### config.mk
export PLATFORM = sky130hd
export DESIGN_NAME = motion_stall_detector
export DESIGN_NICKNAME = d
export VERILOG_FILES = /design/src/msd_pkg.sv /design/src/msd_axis_unit.sv /design/src/motion_stall_detector.sv
export SDC_FILE = /design/constraint.sdc
export NUM_CORES = 2
export LEC_CHECK = 0
export BUFFER_PORTS_ARGS = -buffer_cell sky130_fd_sc_hd__buf_2
export CORE_ASPECT_RATIO = 1.1
export CORE_MARGIN = 2
export CORE_UTILIZATION = 30
export DETAILED_ROUTE_END_ITERATION = 8
export HOLD_SLACK_MARGIN = 0.05
export PLACE_DENSITY = 0.41
export SYNTH_ARGS = -nofsm -noshare
export SYNTH_HDL_FRONTEND = slang
export SYNTH_SLANG_ARGS = --single-unit
export TNS_END_PERCENT = 20
### constraint.sdc
create_clock -name clk -period 19.71 [get_ports clk]
set_input_delay 1.971 -clock clk [delete_from_list [all_inputs] [get_ports clk]]
set_output_delay 1.971 -clock clk [all_outputs]
set_load 0.01 [all_outputs]
### src/msd_pkg.sv
// msd_pkg: shared types and constants for the motion stall detector
// beat payload structs, register indexes, reset values and field widths
// used by msd_axis_unit and motion_stall_detector
`timescale 1ns / 1ps

package msd_pkg;

    localparam int SAMPLE_W     = 16;
    localparam int TIME_W       = 32;
    localparam int ENERGY_W     = 32;
    localparam int THR_W        = 16;
    localparam int WIN_REG_W    = 8;
    // largest average magnitude is 32768, so 17 bits of quotient
    localparam int QUO_W        = 17;
    localparam int NUM_AXES     = 6;
    localparam int AXIS_W       = 3;
    localparam int CFG_IDX_W    = 2;
    localparam int CFG_DATA_W   = 32;
    localparam int MAX_WINDOW_DEF = 255;

    localparam logic [CFG_IDX_W-1:0] CFG_STUCK_THRESHOLD = 2'd0;
    localparam logic [CFG_IDX_W-1:0] CFG_TIMEOUT_MS      = 2'd1;
    localparam logic [CFG_IDX_W-1:0] CFG_WINDOW_SAMPLES  = 2'd2;

    localparam logic [THR_W-1:0]     THRESHOLD_RST = 16'd100;
    localparam logic [TIME_W-1:0]    TIMEOUT_RST   = 32'd5000;
    localparam logic [WIN_REG_W-1:0] WINDOW_RST    = 8'd10;

    // first gyro axis index, one past the last accelerometer axis
    localparam logic [AXIS_W-1:0] GYRO_FIRST = 3'd3;
    localparam logic [AXIS_W-1:0] AXIS_LAST  = 3'd5;

    typedef struct packed {
        logic signed [SAMPLE_W-1:0] accel_x;
        logic signed [SAMPLE_W-1:0] accel_y;
        logic signed [SAMPLE_W-1:0] accel_z;
        logic signed [SAMPLE_W-1:0] gyro_x;
        logic signed [SAMPLE_W-1:0] gyro_y;
        logic signed [SAMPLE_W-1:0] gyro_z;
        logic [TIME_W-1:0]          now_ms;
    } msd_in_t;

    typedef struct packed {
        logic                stuck;
        logic [ENERGY_W-1:0] accel_energy;
        logic [ENERGY_W-1:0] gyro_energy;
    } msd_out_t;

endpackage

### src/msd_axis_unit.sv
// msd_axis_unit: per-axis average and square, one bit per cycle
// restoring division of the sum magnitude by the window length, then shift-add squaring
// depends on msd_pkg
`timescale 1ns / 1ps

module msd_axis_unit #(
    parameter int SUM_W = 24,
    parameter int CNT_W = 8
) (
    input  logic                          clk,
    input  logic                          rst_n,
    input  logic                          start,
    input  logic [SUM_W-1:0]              mag,
    input  logic [CNT_W-1:0]              len,
    output logic                          done,
    output logic [msd_pkg::ENERGY_W-1:0]  square
);
    import msd_pkg::*;

    localparam int STEP_W = $clog2(SUM_W);

    typedef enum logic [1:0] {
        ST_IDLE,
        ST_DIV,
        ST_SQR
    } unit_state_t;

    unit_state_t         state_reg;
    logic [STEP_W-1:0]   step_reg;
    logic                done_reg;
    logic [SUM_W-1:0]    dvd_reg;
    logic [SUM_W-1:0]    dvd_next;
    logic [CNT_W-1:0]    rem_reg;
    logic [CNT_W-1:0]    rem_next;
    logic [CNT_W:0]      trial;
    logic                fits;
    logic [ENERGY_W-1:0] mcand_reg;
    logic [QUO_W-1:0]    mplier_reg;
    logic [ENERGY_W-1:0] acc_reg;

    // one quotient bit per cycle, quotient shifts in behind the dividend
    always_comb
    begin
        trial    = {rem_reg, dvd_reg[SUM_W-1]};
        fits     = (trial >= {1'b0, len});
        rem_next = fits ? CNT_W'(trial - {1'b0, len}) : trial[CNT_W-1:0];
        dvd_next = {dvd_reg[SUM_W-2:0], fits};
    end

    always_ff @(posedge clk or negedge rst_n)
    begin
        if (!rst_n)
        begin
            state_reg <= ST_IDLE;
            step_reg  <= '0;
            done_reg  <= 1'b0;
        end
        else
        begin
            done_reg <= 1'b0;
            case (state_reg)
                ST_IDLE:
                begin
                    if (start)
                    begin
                        state_reg <= ST_DIV;
                        step_reg  <= '0;
                    end
                end
                ST_DIV:
                begin
                    if (step_reg == STEP_W'(SUM_W - 1))
                    begin
                        state_reg <= ST_SQR;
                        step_reg  <= '0;
                    end
                    else
                    begin
                        step_reg <= step_reg + STEP_W'(1);
                    end
                end
                ST_SQR:
                begin
                    if (step_reg == STEP_W'(QUO_W - 1))
                    begin
                        state_reg <= ST_IDLE;
                        done_reg  <= 1'b1;
                    end
                    else
                    begin
                        step_reg <= step_reg + STEP_W'(1);
                    end
                end
                default:
                begin
                    state_reg <= ST_IDLE;
                end
            endcase
        end
    end

    always_ff @(posedge clk)
    begin
        case (state_reg)
            ST_IDLE:
            begin
                if (start)
                begin
                    dvd_reg <= mag;
                    rem_reg <= '0;
                end
            end
            ST_DIV:
            begin
                dvd_reg <= dvd_next;
                rem_reg <= rem_next;
                if (step_reg == STEP_W'(SUM_W - 1))
                begin
                    mcand_reg  <= ENERGY_W'(dvd_next[QUO_W-1:0]);
                    mplier_reg <= dvd_next[QUO_W-1:0];
                    acc_reg    <= '0;
                end
            end
            ST_SQR:
            begin
                if (mplier_reg[0])
                begin
                    acc_reg <= acc_reg + mcand_reg;
                end
                mcand_reg  <= {mcand_reg[ENERGY_W-2:0], 1'b0};
                mplier_reg <= {1'b0, mplier_reg[QUO_W-1:1]};
            end
            default:
            begin
            end
        endcase
    end

    assign done   = done_reg;
    assign square = acc_reg;

endmodule

### src/motion_stall_detector.sv
// motion_stall_detector: windowed six-axis stillness check with a stuck timeout
// top level; bit-serial window sums, uses msd_axis_unit and msd_pkg
//
// usage: samples come in on in_valid/in_stall with in_data; a beat is taken when
// in_valid is high and in_stall low. results leave on out_valid/out_stall.
// only the sample that closes a window gives a result beat: stuck flag plus the
// accelerometer and gyro energies of the window averages.
// for a sample that does not close a window, the six running sums are added one
// bit per cycle through 24-bit shift registers (SUM_W bits). a closing sample
// then runs the six axes through one shared divide-and-square unit (SUM_W divide
// steps, 17 square steps, load and hand-off each) until the result is registered.
// in_stall is high for all of that time; one sample is in flight at a time.
// the result sits in an output register: a stalled receiver holds it, and the
// block goes on taking samples; only a second finished window waits for it.
// configuration is written through cfg_we/cfg_index/cfg_data while idle; the
// user must keep to this, the block itself does not enforce it.
// reset (rst_n, asynchronous) empties the window, clears the last-motion time and
// restores threshold 100, timeout 5000 ms and window length 10.
`timescale 1ns / 1ps

module motion_stall_detector #(
    parameter int MAX_WINDOW = msd_pkg::MAX_WINDOW_DEF
) (
    input  logic                            clk,
    input  logic                            rst_n,
    input  logic                            in_valid,
    output logic                            in_stall,
    input  msd_pkg::msd_in_t                in_data,
    output logic                            out_valid,
    input  logic                            out_stall,
    output msd_pkg::msd_out_t               out_data,
    input  logic                            cfg_we,
    input  logic [msd_pkg::CFG_IDX_W-1:0]   cfg_index,
    input  logic [msd_pkg::CFG_DATA_W-1:0]  cfg_data
);
    import msd_pkg::*;

    localparam int CNT_W  = $clog2(MAX_WINDOW + 1);
    localparam int SUM_W  = SAMPLE_W + CNT_W;
    localparam int STEP_W = $clog2(SUM_W);

    typedef enum logic [2:0] {
        ST_IDLE,
        ST_ACCUM,
        ST_CLOSE_LOAD,
        ST_CLOSE_WAIT,
        ST_FINISH
    } state_t;

    state_t                 state_reg;
    logic [STEP_W-1:0]      bit_reg;
    logic [CNT_W-1:0]       count_reg;
    logic [CNT_W-1:0]       count_inc;
    logic                   fresh_reg;
    logic [AXIS_W-1:0]      axis_reg;
    logic [TIME_W-1:0]      start_ms_reg;
    logic [TIME_W-1:0]      last_motion_reg;
    logic [ENERGY_W-1:0]    ea_reg;
    logic [ENERGY_W-1:0]    eg_reg;
    logic [ENERGY_W-1:0]    lim_reg;
    logic [ENERGY_W-1:0]    lim_next;
    logic                   out_valid_reg;
    msd_out_t               out_reg;

    logic [THR_W-1:0]       thr_reg;
    logic [TIME_W-1:0]      timeout_reg;
    logic [WIN_REG_W-1:0]   window_reg;
    logic [CNT_W-1:0]       win_len;

    logic signed [SAMPLE_W-1:0] samp_reg [NUM_AXES];
    logic [SUM_W-1:0]       sum_reg [NUM_AXES];
    logic                   carry_reg [NUM_AXES];
    logic                   sum_bit [NUM_AXES];
    logic                   carry_next [NUM_AXES];

    logic                   in_beat;
    logic                   out_free;
    logic [SUM_W-1:0]       sel_sum;
    logic [SUM_W-1:0]       sel_mag;
    logic                   axis_done;
    logic [ENERGY_W-1:0]    axis_square;
    logic                   still;
    logic [TIME_W-1:0]      elapsed;

    // configuration registers
    always_ff @(posedge clk or negedge rst_n)
    begin
        if (!rst_n)
        begin
            thr_reg     <= THRESHOLD_RST;
            timeout_reg <= TIMEOUT_RST;
            window_reg  <= WINDOW_RST;
        end
        else if (cfg_we)
        begin
            case (cfg_index)
                CFG_STUCK_THRESHOLD: thr_reg     <= cfg_data[THR_W-1:0];
                CFG_TIMEOUT_MS:      timeout_reg <= cfg_data[TIME_W-1:0];
                CFG_WINDOW_SAMPLES:  window_reg  <= cfg_data[WIN_REG_W-1:0];
                default:
                begin
                end
            endcase
        end
    end

    // window length held between 1 and MAX_WINDOW
    always_comb
    begin
        if (window_reg == '0)
        begin
            win_len = CNT_W'(1);
        end
        else if (window_reg > WIN_REG_W'(MAX_WINDOW))
        begin
            win_len = CNT_W'(MAX_WINDOW);
        end
        else
        begin
            win_len = CNT_W'(window_reg);
        end
    end

    assign in_stall  = (state_reg != ST_IDLE);
    assign in_beat   = in_valid && !in_stall;
    assign out_free  = !out_valid_reg || !out_stall;
    assign count_inc = count_reg + CNT_W'(1);
    assign lim_next  = ENERGY_W'(thr_reg) * ENERGY_W'(thr_reg);

    // lsb-first serial add, the old sum is masked out for the first sample of a window
    always_comb
    begin
        for (int k = 0; k < NUM_AXES; k++)
        begin
            sum_bit[k]    = (sum_reg[k][0] & !fresh_reg) ^ samp_reg[k][0] ^ carry_reg[k];
            carry_next[k] = ((sum_reg[k][0] & !fresh_reg) & samp_reg[k][0])
                          | ((sum_reg[k][0] & !fresh_reg) & carry_reg[k])
                          | (samp_reg[k][0] & carry_reg[k]);
        end
    end

    // averaging only needs the magnitude, the sign drops out in the square
    assign sel_sum = sum_reg[axis_reg];
    assign sel_mag = sel_sum[SUM_W-1] ? SUM_W'(-sel_sum) : sel_sum;

    assign still   = (ea_reg < lim_reg) && (eg_reg < lim_reg);
    assign elapsed = start_ms_reg - last_motion_reg;

    msd_axis_unit #(
        .SUM_W (SUM_W),
        .CNT_W (CNT_W)
    ) u_axis (
        .clk    (clk),
        .rst_n  (rst_n),
        .start  (state_reg == ST_CLOSE_LOAD),
        .mag    (sel_mag),
        .len    (win_len),
        .done   (axis_done),
        .square (axis_square)
    );

    // sample shift registers and running sums
    always_ff @(posedge clk)
    begin
        if (in_beat)
        begin
            samp_reg[0] <= in_data.accel_x;
            samp_reg[1] <= in_data.accel_y;
            samp_reg[2] <= in_data.accel_z;
            samp_reg[3] <= in_data.gyro_x;
            samp_reg[4] <= in_data.gyro_y;
            samp_reg[5] <= in_data.gyro_z;
            for (int k = 0; k < NUM_AXES; k++)
            begin
                carry_reg[k] <= 1'b0;
            end
        end
        else if (state_reg == ST_ACCUM)
        begin
            for (int k = 0; k < NUM_AXES; k++)
            begin
                // arithmetic shift keeps feeding the sign bit
                samp_reg[k]  <= samp_reg[k] >>> 1;
                sum_reg[k]   <= {sum_bit[k], sum_reg[k][SUM_W-1:1]};
                carry_reg[k] <= carry_next[k];
            end
        end
    end

    always_ff @(posedge clk or negedge rst_n)
    begin
        if (!rst_n)
        begin
            state_reg       <= ST_IDLE;
            bit_reg         <= '0;
            count_reg       <= '0;
            fresh_reg       <= 1'b0;
            axis_reg        <= '0;
            start_ms_reg    <= '0;
            last_motion_reg <= '0;
            out_valid_reg   <= 1'b0;
        end
        else
        begin
            // the finish step loads the next result beat itself
            if (out_valid_reg && !out_stall && state_reg != ST_FINISH)
            begin
                out_valid_reg <= 1'b0;
            end
            case (state_reg)
                ST_IDLE:
                begin
                    if (in_beat)
                    begin
                        state_reg <= ST_ACCUM;
                        bit_reg   <= '0;
                        fresh_reg <= (count_reg == '0);
                        if (count_reg == '0)
                        begin
                            start_ms_reg <= in_data.now_ms;
                        end
                    end
                end
                ST_ACCUM:
                begin
                    if (bit_reg == STEP_W'(SUM_W - 1))
                    begin
                        if (count_inc >= win_len)
                        begin
                            state_reg <= ST_CLOSE_LOAD;
                            count_reg <= '0;
                            axis_reg  <= '0;
                            ea_reg    <= '0;
                            eg_reg    <= '0;
                            lim_reg   <= lim_next;
                        end
                        else
                        begin
                            state_reg <= ST_IDLE;
                            count_reg <= count_inc;
                        end
                    end
                    else
                    begin
                        bit_reg <= bit_reg + STEP_W'(1);
                    end
                end
                ST_CLOSE_LOAD:
                begin
                    state_reg <= ST_CLOSE_WAIT;
                end
                ST_CLOSE_WAIT:
                begin
                    if (axis_done)
                    begin
                        if (axis_reg < GYRO_FIRST)
                        begin
                            ea_reg <= ea_reg + axis_square;
                        end
                        else
                        begin
                            eg_reg <= eg_reg + axis_square;
                        end
                        if (axis_reg == AXIS_LAST)
                        begin
                            state_reg <= ST_FINISH;
                        end
                        else
                        begin
                            axis_reg  <= axis_reg + AXIS_W'(1);
                            state_reg <= ST_CLOSE_LOAD;
                        end
                    end
                end
                ST_FINISH:
                begin
                    if (out_free)
                    begin
                        out_valid_reg        <= 1'b1;
                        out_reg.stuck        <= still && (elapsed >= timeout_reg);
                        out_reg.accel_energy <= ea_reg;
                        out_reg.gyro_energy  <= eg_reg;
                        if (!still)
                        begin
                            last_motion_reg <= start_ms_reg;
                        end
                        state_reg <= ST_IDLE;
                    end
                end
                default:
                begin
                    state_reg <= ST_IDLE;
                end
            endcase
        end
    end

    assign out_valid = out_valid_reg;
    assign out_data  = out_reg;

    a_done_in_wait: assert property (@(posedge clk) disable iff (!rst_n)
        axis_done |-> state_reg == ST_CLOSE_WAIT)
        else $error("axis unit finished outside the close phase");

    a_beat_starts_accum: assert property (@(posedge clk) disable iff (!rst_n)
        in_valid && !in_stall |=> state_reg == ST_ACCUM && bit_reg == '0)
        else $error("accepted sample did not start the serial add");

    a_axis_range: assert property (@(posedge clk) disable iff (!rst_n)
        state_reg == ST_CLOSE_LOAD |-> axis_reg <= AXIS_LAST)
        else $error("axis index out of range");

    a_result_after_finish: assert property (@(posedge clk) disable iff (!rst_n)
        $rose(out_valid) |-> $past(state_reg) == ST_FINISH)
        else $error("result beat raised outside the finish step");

endmodule
==> summary.txt <==
Status
  • Outcome: finished clean

Synthesis
  • Ys Warns: 0
  • Most common cell in the netlist: edfxtp_1
  • Cell taking the most area after synthesis: edfxtp_1
  • Post-synthesis sequential area ratio: 46.0%
  • Post-synth ARST share: ~22%
  • Number of synthesized flops with an enable pin: around 520
  • Post-synth top area share: a little under two fifths
  • Cell Area, Synth: between 0.04 and 0.05 mm²
  • Synth Net Count: between 4k and 5k
  • Synth top cells by count: edfxtp_1 (519), inv_1 (416), nand2_1 (387)
  • Area contributors post-synth: edfxtp_1 (37%), ha_1 (10%), dfrtp_1 (8.3%)
  • Most used DFF post-synth: edfxtp_1
  • #FFs+latches synth: between 600 and 700
  • Synth Instances: around 3.7k
  • Synth cell types: 91
  • Mapped Avg Cell Area: 11.3 µm²

Route
  • Final ANT Viol Nets: 0
  • Drc violations: 0
  • WL/cell: 19.0 µm
  • Drt initial violations: 1444
  • DR vias/cell: between 4 and 5
  • TritonRoute pass-1 iters: 5
  • Via count: between 20k and 30k
  • WL final: approximately 110000 µm

Timing
  • Hold slack: about 0.44 ns
  • Setup violators final: 0
  • Fin Setup TNS: 0 ns
  • Worst clock skew: ~0.065 ns
  • Final Critical Period: 6.71 ns
  • Final Hold Viols: 0
  • Least-Margin Pin Slew: roughly 1.1 ns
  • Maximum clock rate: approximately 150 MHz
  • Worst slew margin: 28.2%
  • RSZ-0062 raised after global routing: false
  • Final worst path period share: roughly a third
  • Max Slew Vio Count: 0

Worst setup path
  • CP Launch Type: flop
  • Crit path top cell by count: fa_1
  • CP Class: reg2reg
  • CP Max Fanout: 16
  • Flop-to-flop setup slack: between 10 and 15 ns
  • Critical Path AT: roughly 7.2 ns
  • Kind of end point of the critical path: flop
  • Cells along the critical path: inv_1 > nor2_1 > ha_1 > xor2_1 > fa_1 > inv_1 > fa_1 > fa_1 > fa_1 > inv_1 > fa_1 > inv_1 > ha_1 > a21oi_1 > o211ai_1 > a21oi_1 > nor2b_1 > o31ai_1 > o21ai_1 > nor4b_1 > a211o_1
  • Crit path max-delay cell type: dfrtp_1
  • Worst path max stage delay: 0.68 ns
  • Worst EP required: between 20 and 25 ns

Clock tree
  • Clock root buffer: clkbuf_16
  • Clock transition at path regs: ~0.060 ns
  • Post-CTS sizing: 0
  • CTS tree: yes
  • H-tree depth: 3
  • Setup repair bufs after CTS: 0
  • Worst-skew pair later-pin latency: between 0.7 and 0.8 ns
  • CTS Hold Bufs: 0
  • Clock Sinks: 668
  • TritonCTS Buffers: between 80 and 90
  • CTS max path bufs: 3

GRT
  • Grt total ovfl: 0
  • Vias in the first global route: about 29k
  • First-pass GRT wire length: approximately 170000 µm
  • Largest net degree at the start of global routing: between 100 and 150
  • Initial antenna violation count: 30
  • GRT Overall Usage: approximately 16%

Flow run
  • Max-Cap Viols: 0

Floorplanning
  • IO Pins: 234
  • Rows: 144
  • Initial Util: between 30 and 40%
  • Die area: around 0.14 mm²
  • Chip Height: 397 µm
  • Die X: 361 µm
  • CORE AREA: 0.140 mm²

Hold path
  • HP Class: reg2reg

Layout
  • Final net count: 4633
  • Max reg flops: 144
  • Synth-to-Final Area Change: 14.7%
  • Layout cells sized above 1: ~15%

Placed design
  • IO Port Bufs: approximately 230
  • Placer Congestion: ~0.81
  • Post-DP HPWL: ~83000 µm
==> worst max-delay path, delay by kind of cell, from the launching register on <==
family / cells / cell delay [ns]
adders and majority gates: 7 / 3.14
AOI/OAI and AO/OA: 6 / 1.49
DFF: 1 / 0.68
and+or+nand+nor: 3 / 0.64
buffers and inverters: 4 / 0.39
xor gates and xnor gates: 1 / 0.19
==> cell type report <==
class / count / area [µm²]
tap: 1825 / 2280
multi-input combinational: 2521 / 20800
timing repair buffer: 257 / 1370
clock inverter: 51 / 674
antenna: 7 / 17.5
sequential: 668 / 19300
inverter: 417 / 1570
clock buffer: 104 / 2200
fill: 14052 / 91400
==> final timing paths <==
check,start,cells past startpoint,endpoint
worst max-delay path,thr_reg[3],21,lim_reg[29]
worst max register to register,thr_reg[3],21,lim_reg[29]
max in group asynchronous,rst_n,2,last_motion_reg[18]
worst min-delay path,sum_reg[4][10],0,sum_reg[4][9]
min in group asynchronous,rst_n,1,bit_reg[0]
worst min register to register,sum_reg[4][10],0,sum_reg[4][9]
==> through the flow <==
step                      setup WS (ns)  instances  util, %  area (µm²)
final                             13.00       5850     34.5       48200
after global routing              12.64       5845     34.5       48200
after CTS                         12.94       5843     34.5       48200
after detailed placement          12.99       5688     32.5       45300
after global placement            13.06       5688     32.5       45300
after floorplan                    9.96       3713        -       42000
==> logic make-up after synthesis <==
logic type,synth area share [%]
multiplexers,5.62
buffers and inverters,4.79
AND/OR/NAND/NOR,10.4
XOR/XNOR,3.02
adder cells (fa/ha/maj),18.5
AO/OA/AOI/OAI,11.7
flip-flops,46.0
==> cell usage in the layout (no fill, tap or decap), types with 94 or more instances in the layout <==
master	count
a21oi_1	167
o21ai_0	155
nand2_1	386
buf_2	232
nor2_1	168
ha_1	342
dfrtp_1	137
fa_1	173
mux2_2	129
inv_1	414
a21o_1	94
edfxtp_1	519
==> layer usage <==
metal	routed length [µm]	GRT usage, %	up-vias
met5	235	0	-
met4	2180	4.16	40
met3	5470	3.33	151
met2	52000	25.6	481
met1	51400	20.7	13653
li1	-	-	13702
Power is left out: the tool's default activity adds up to more than one toggle a clock period on the data nets, which glitch-free logic cannot reach.
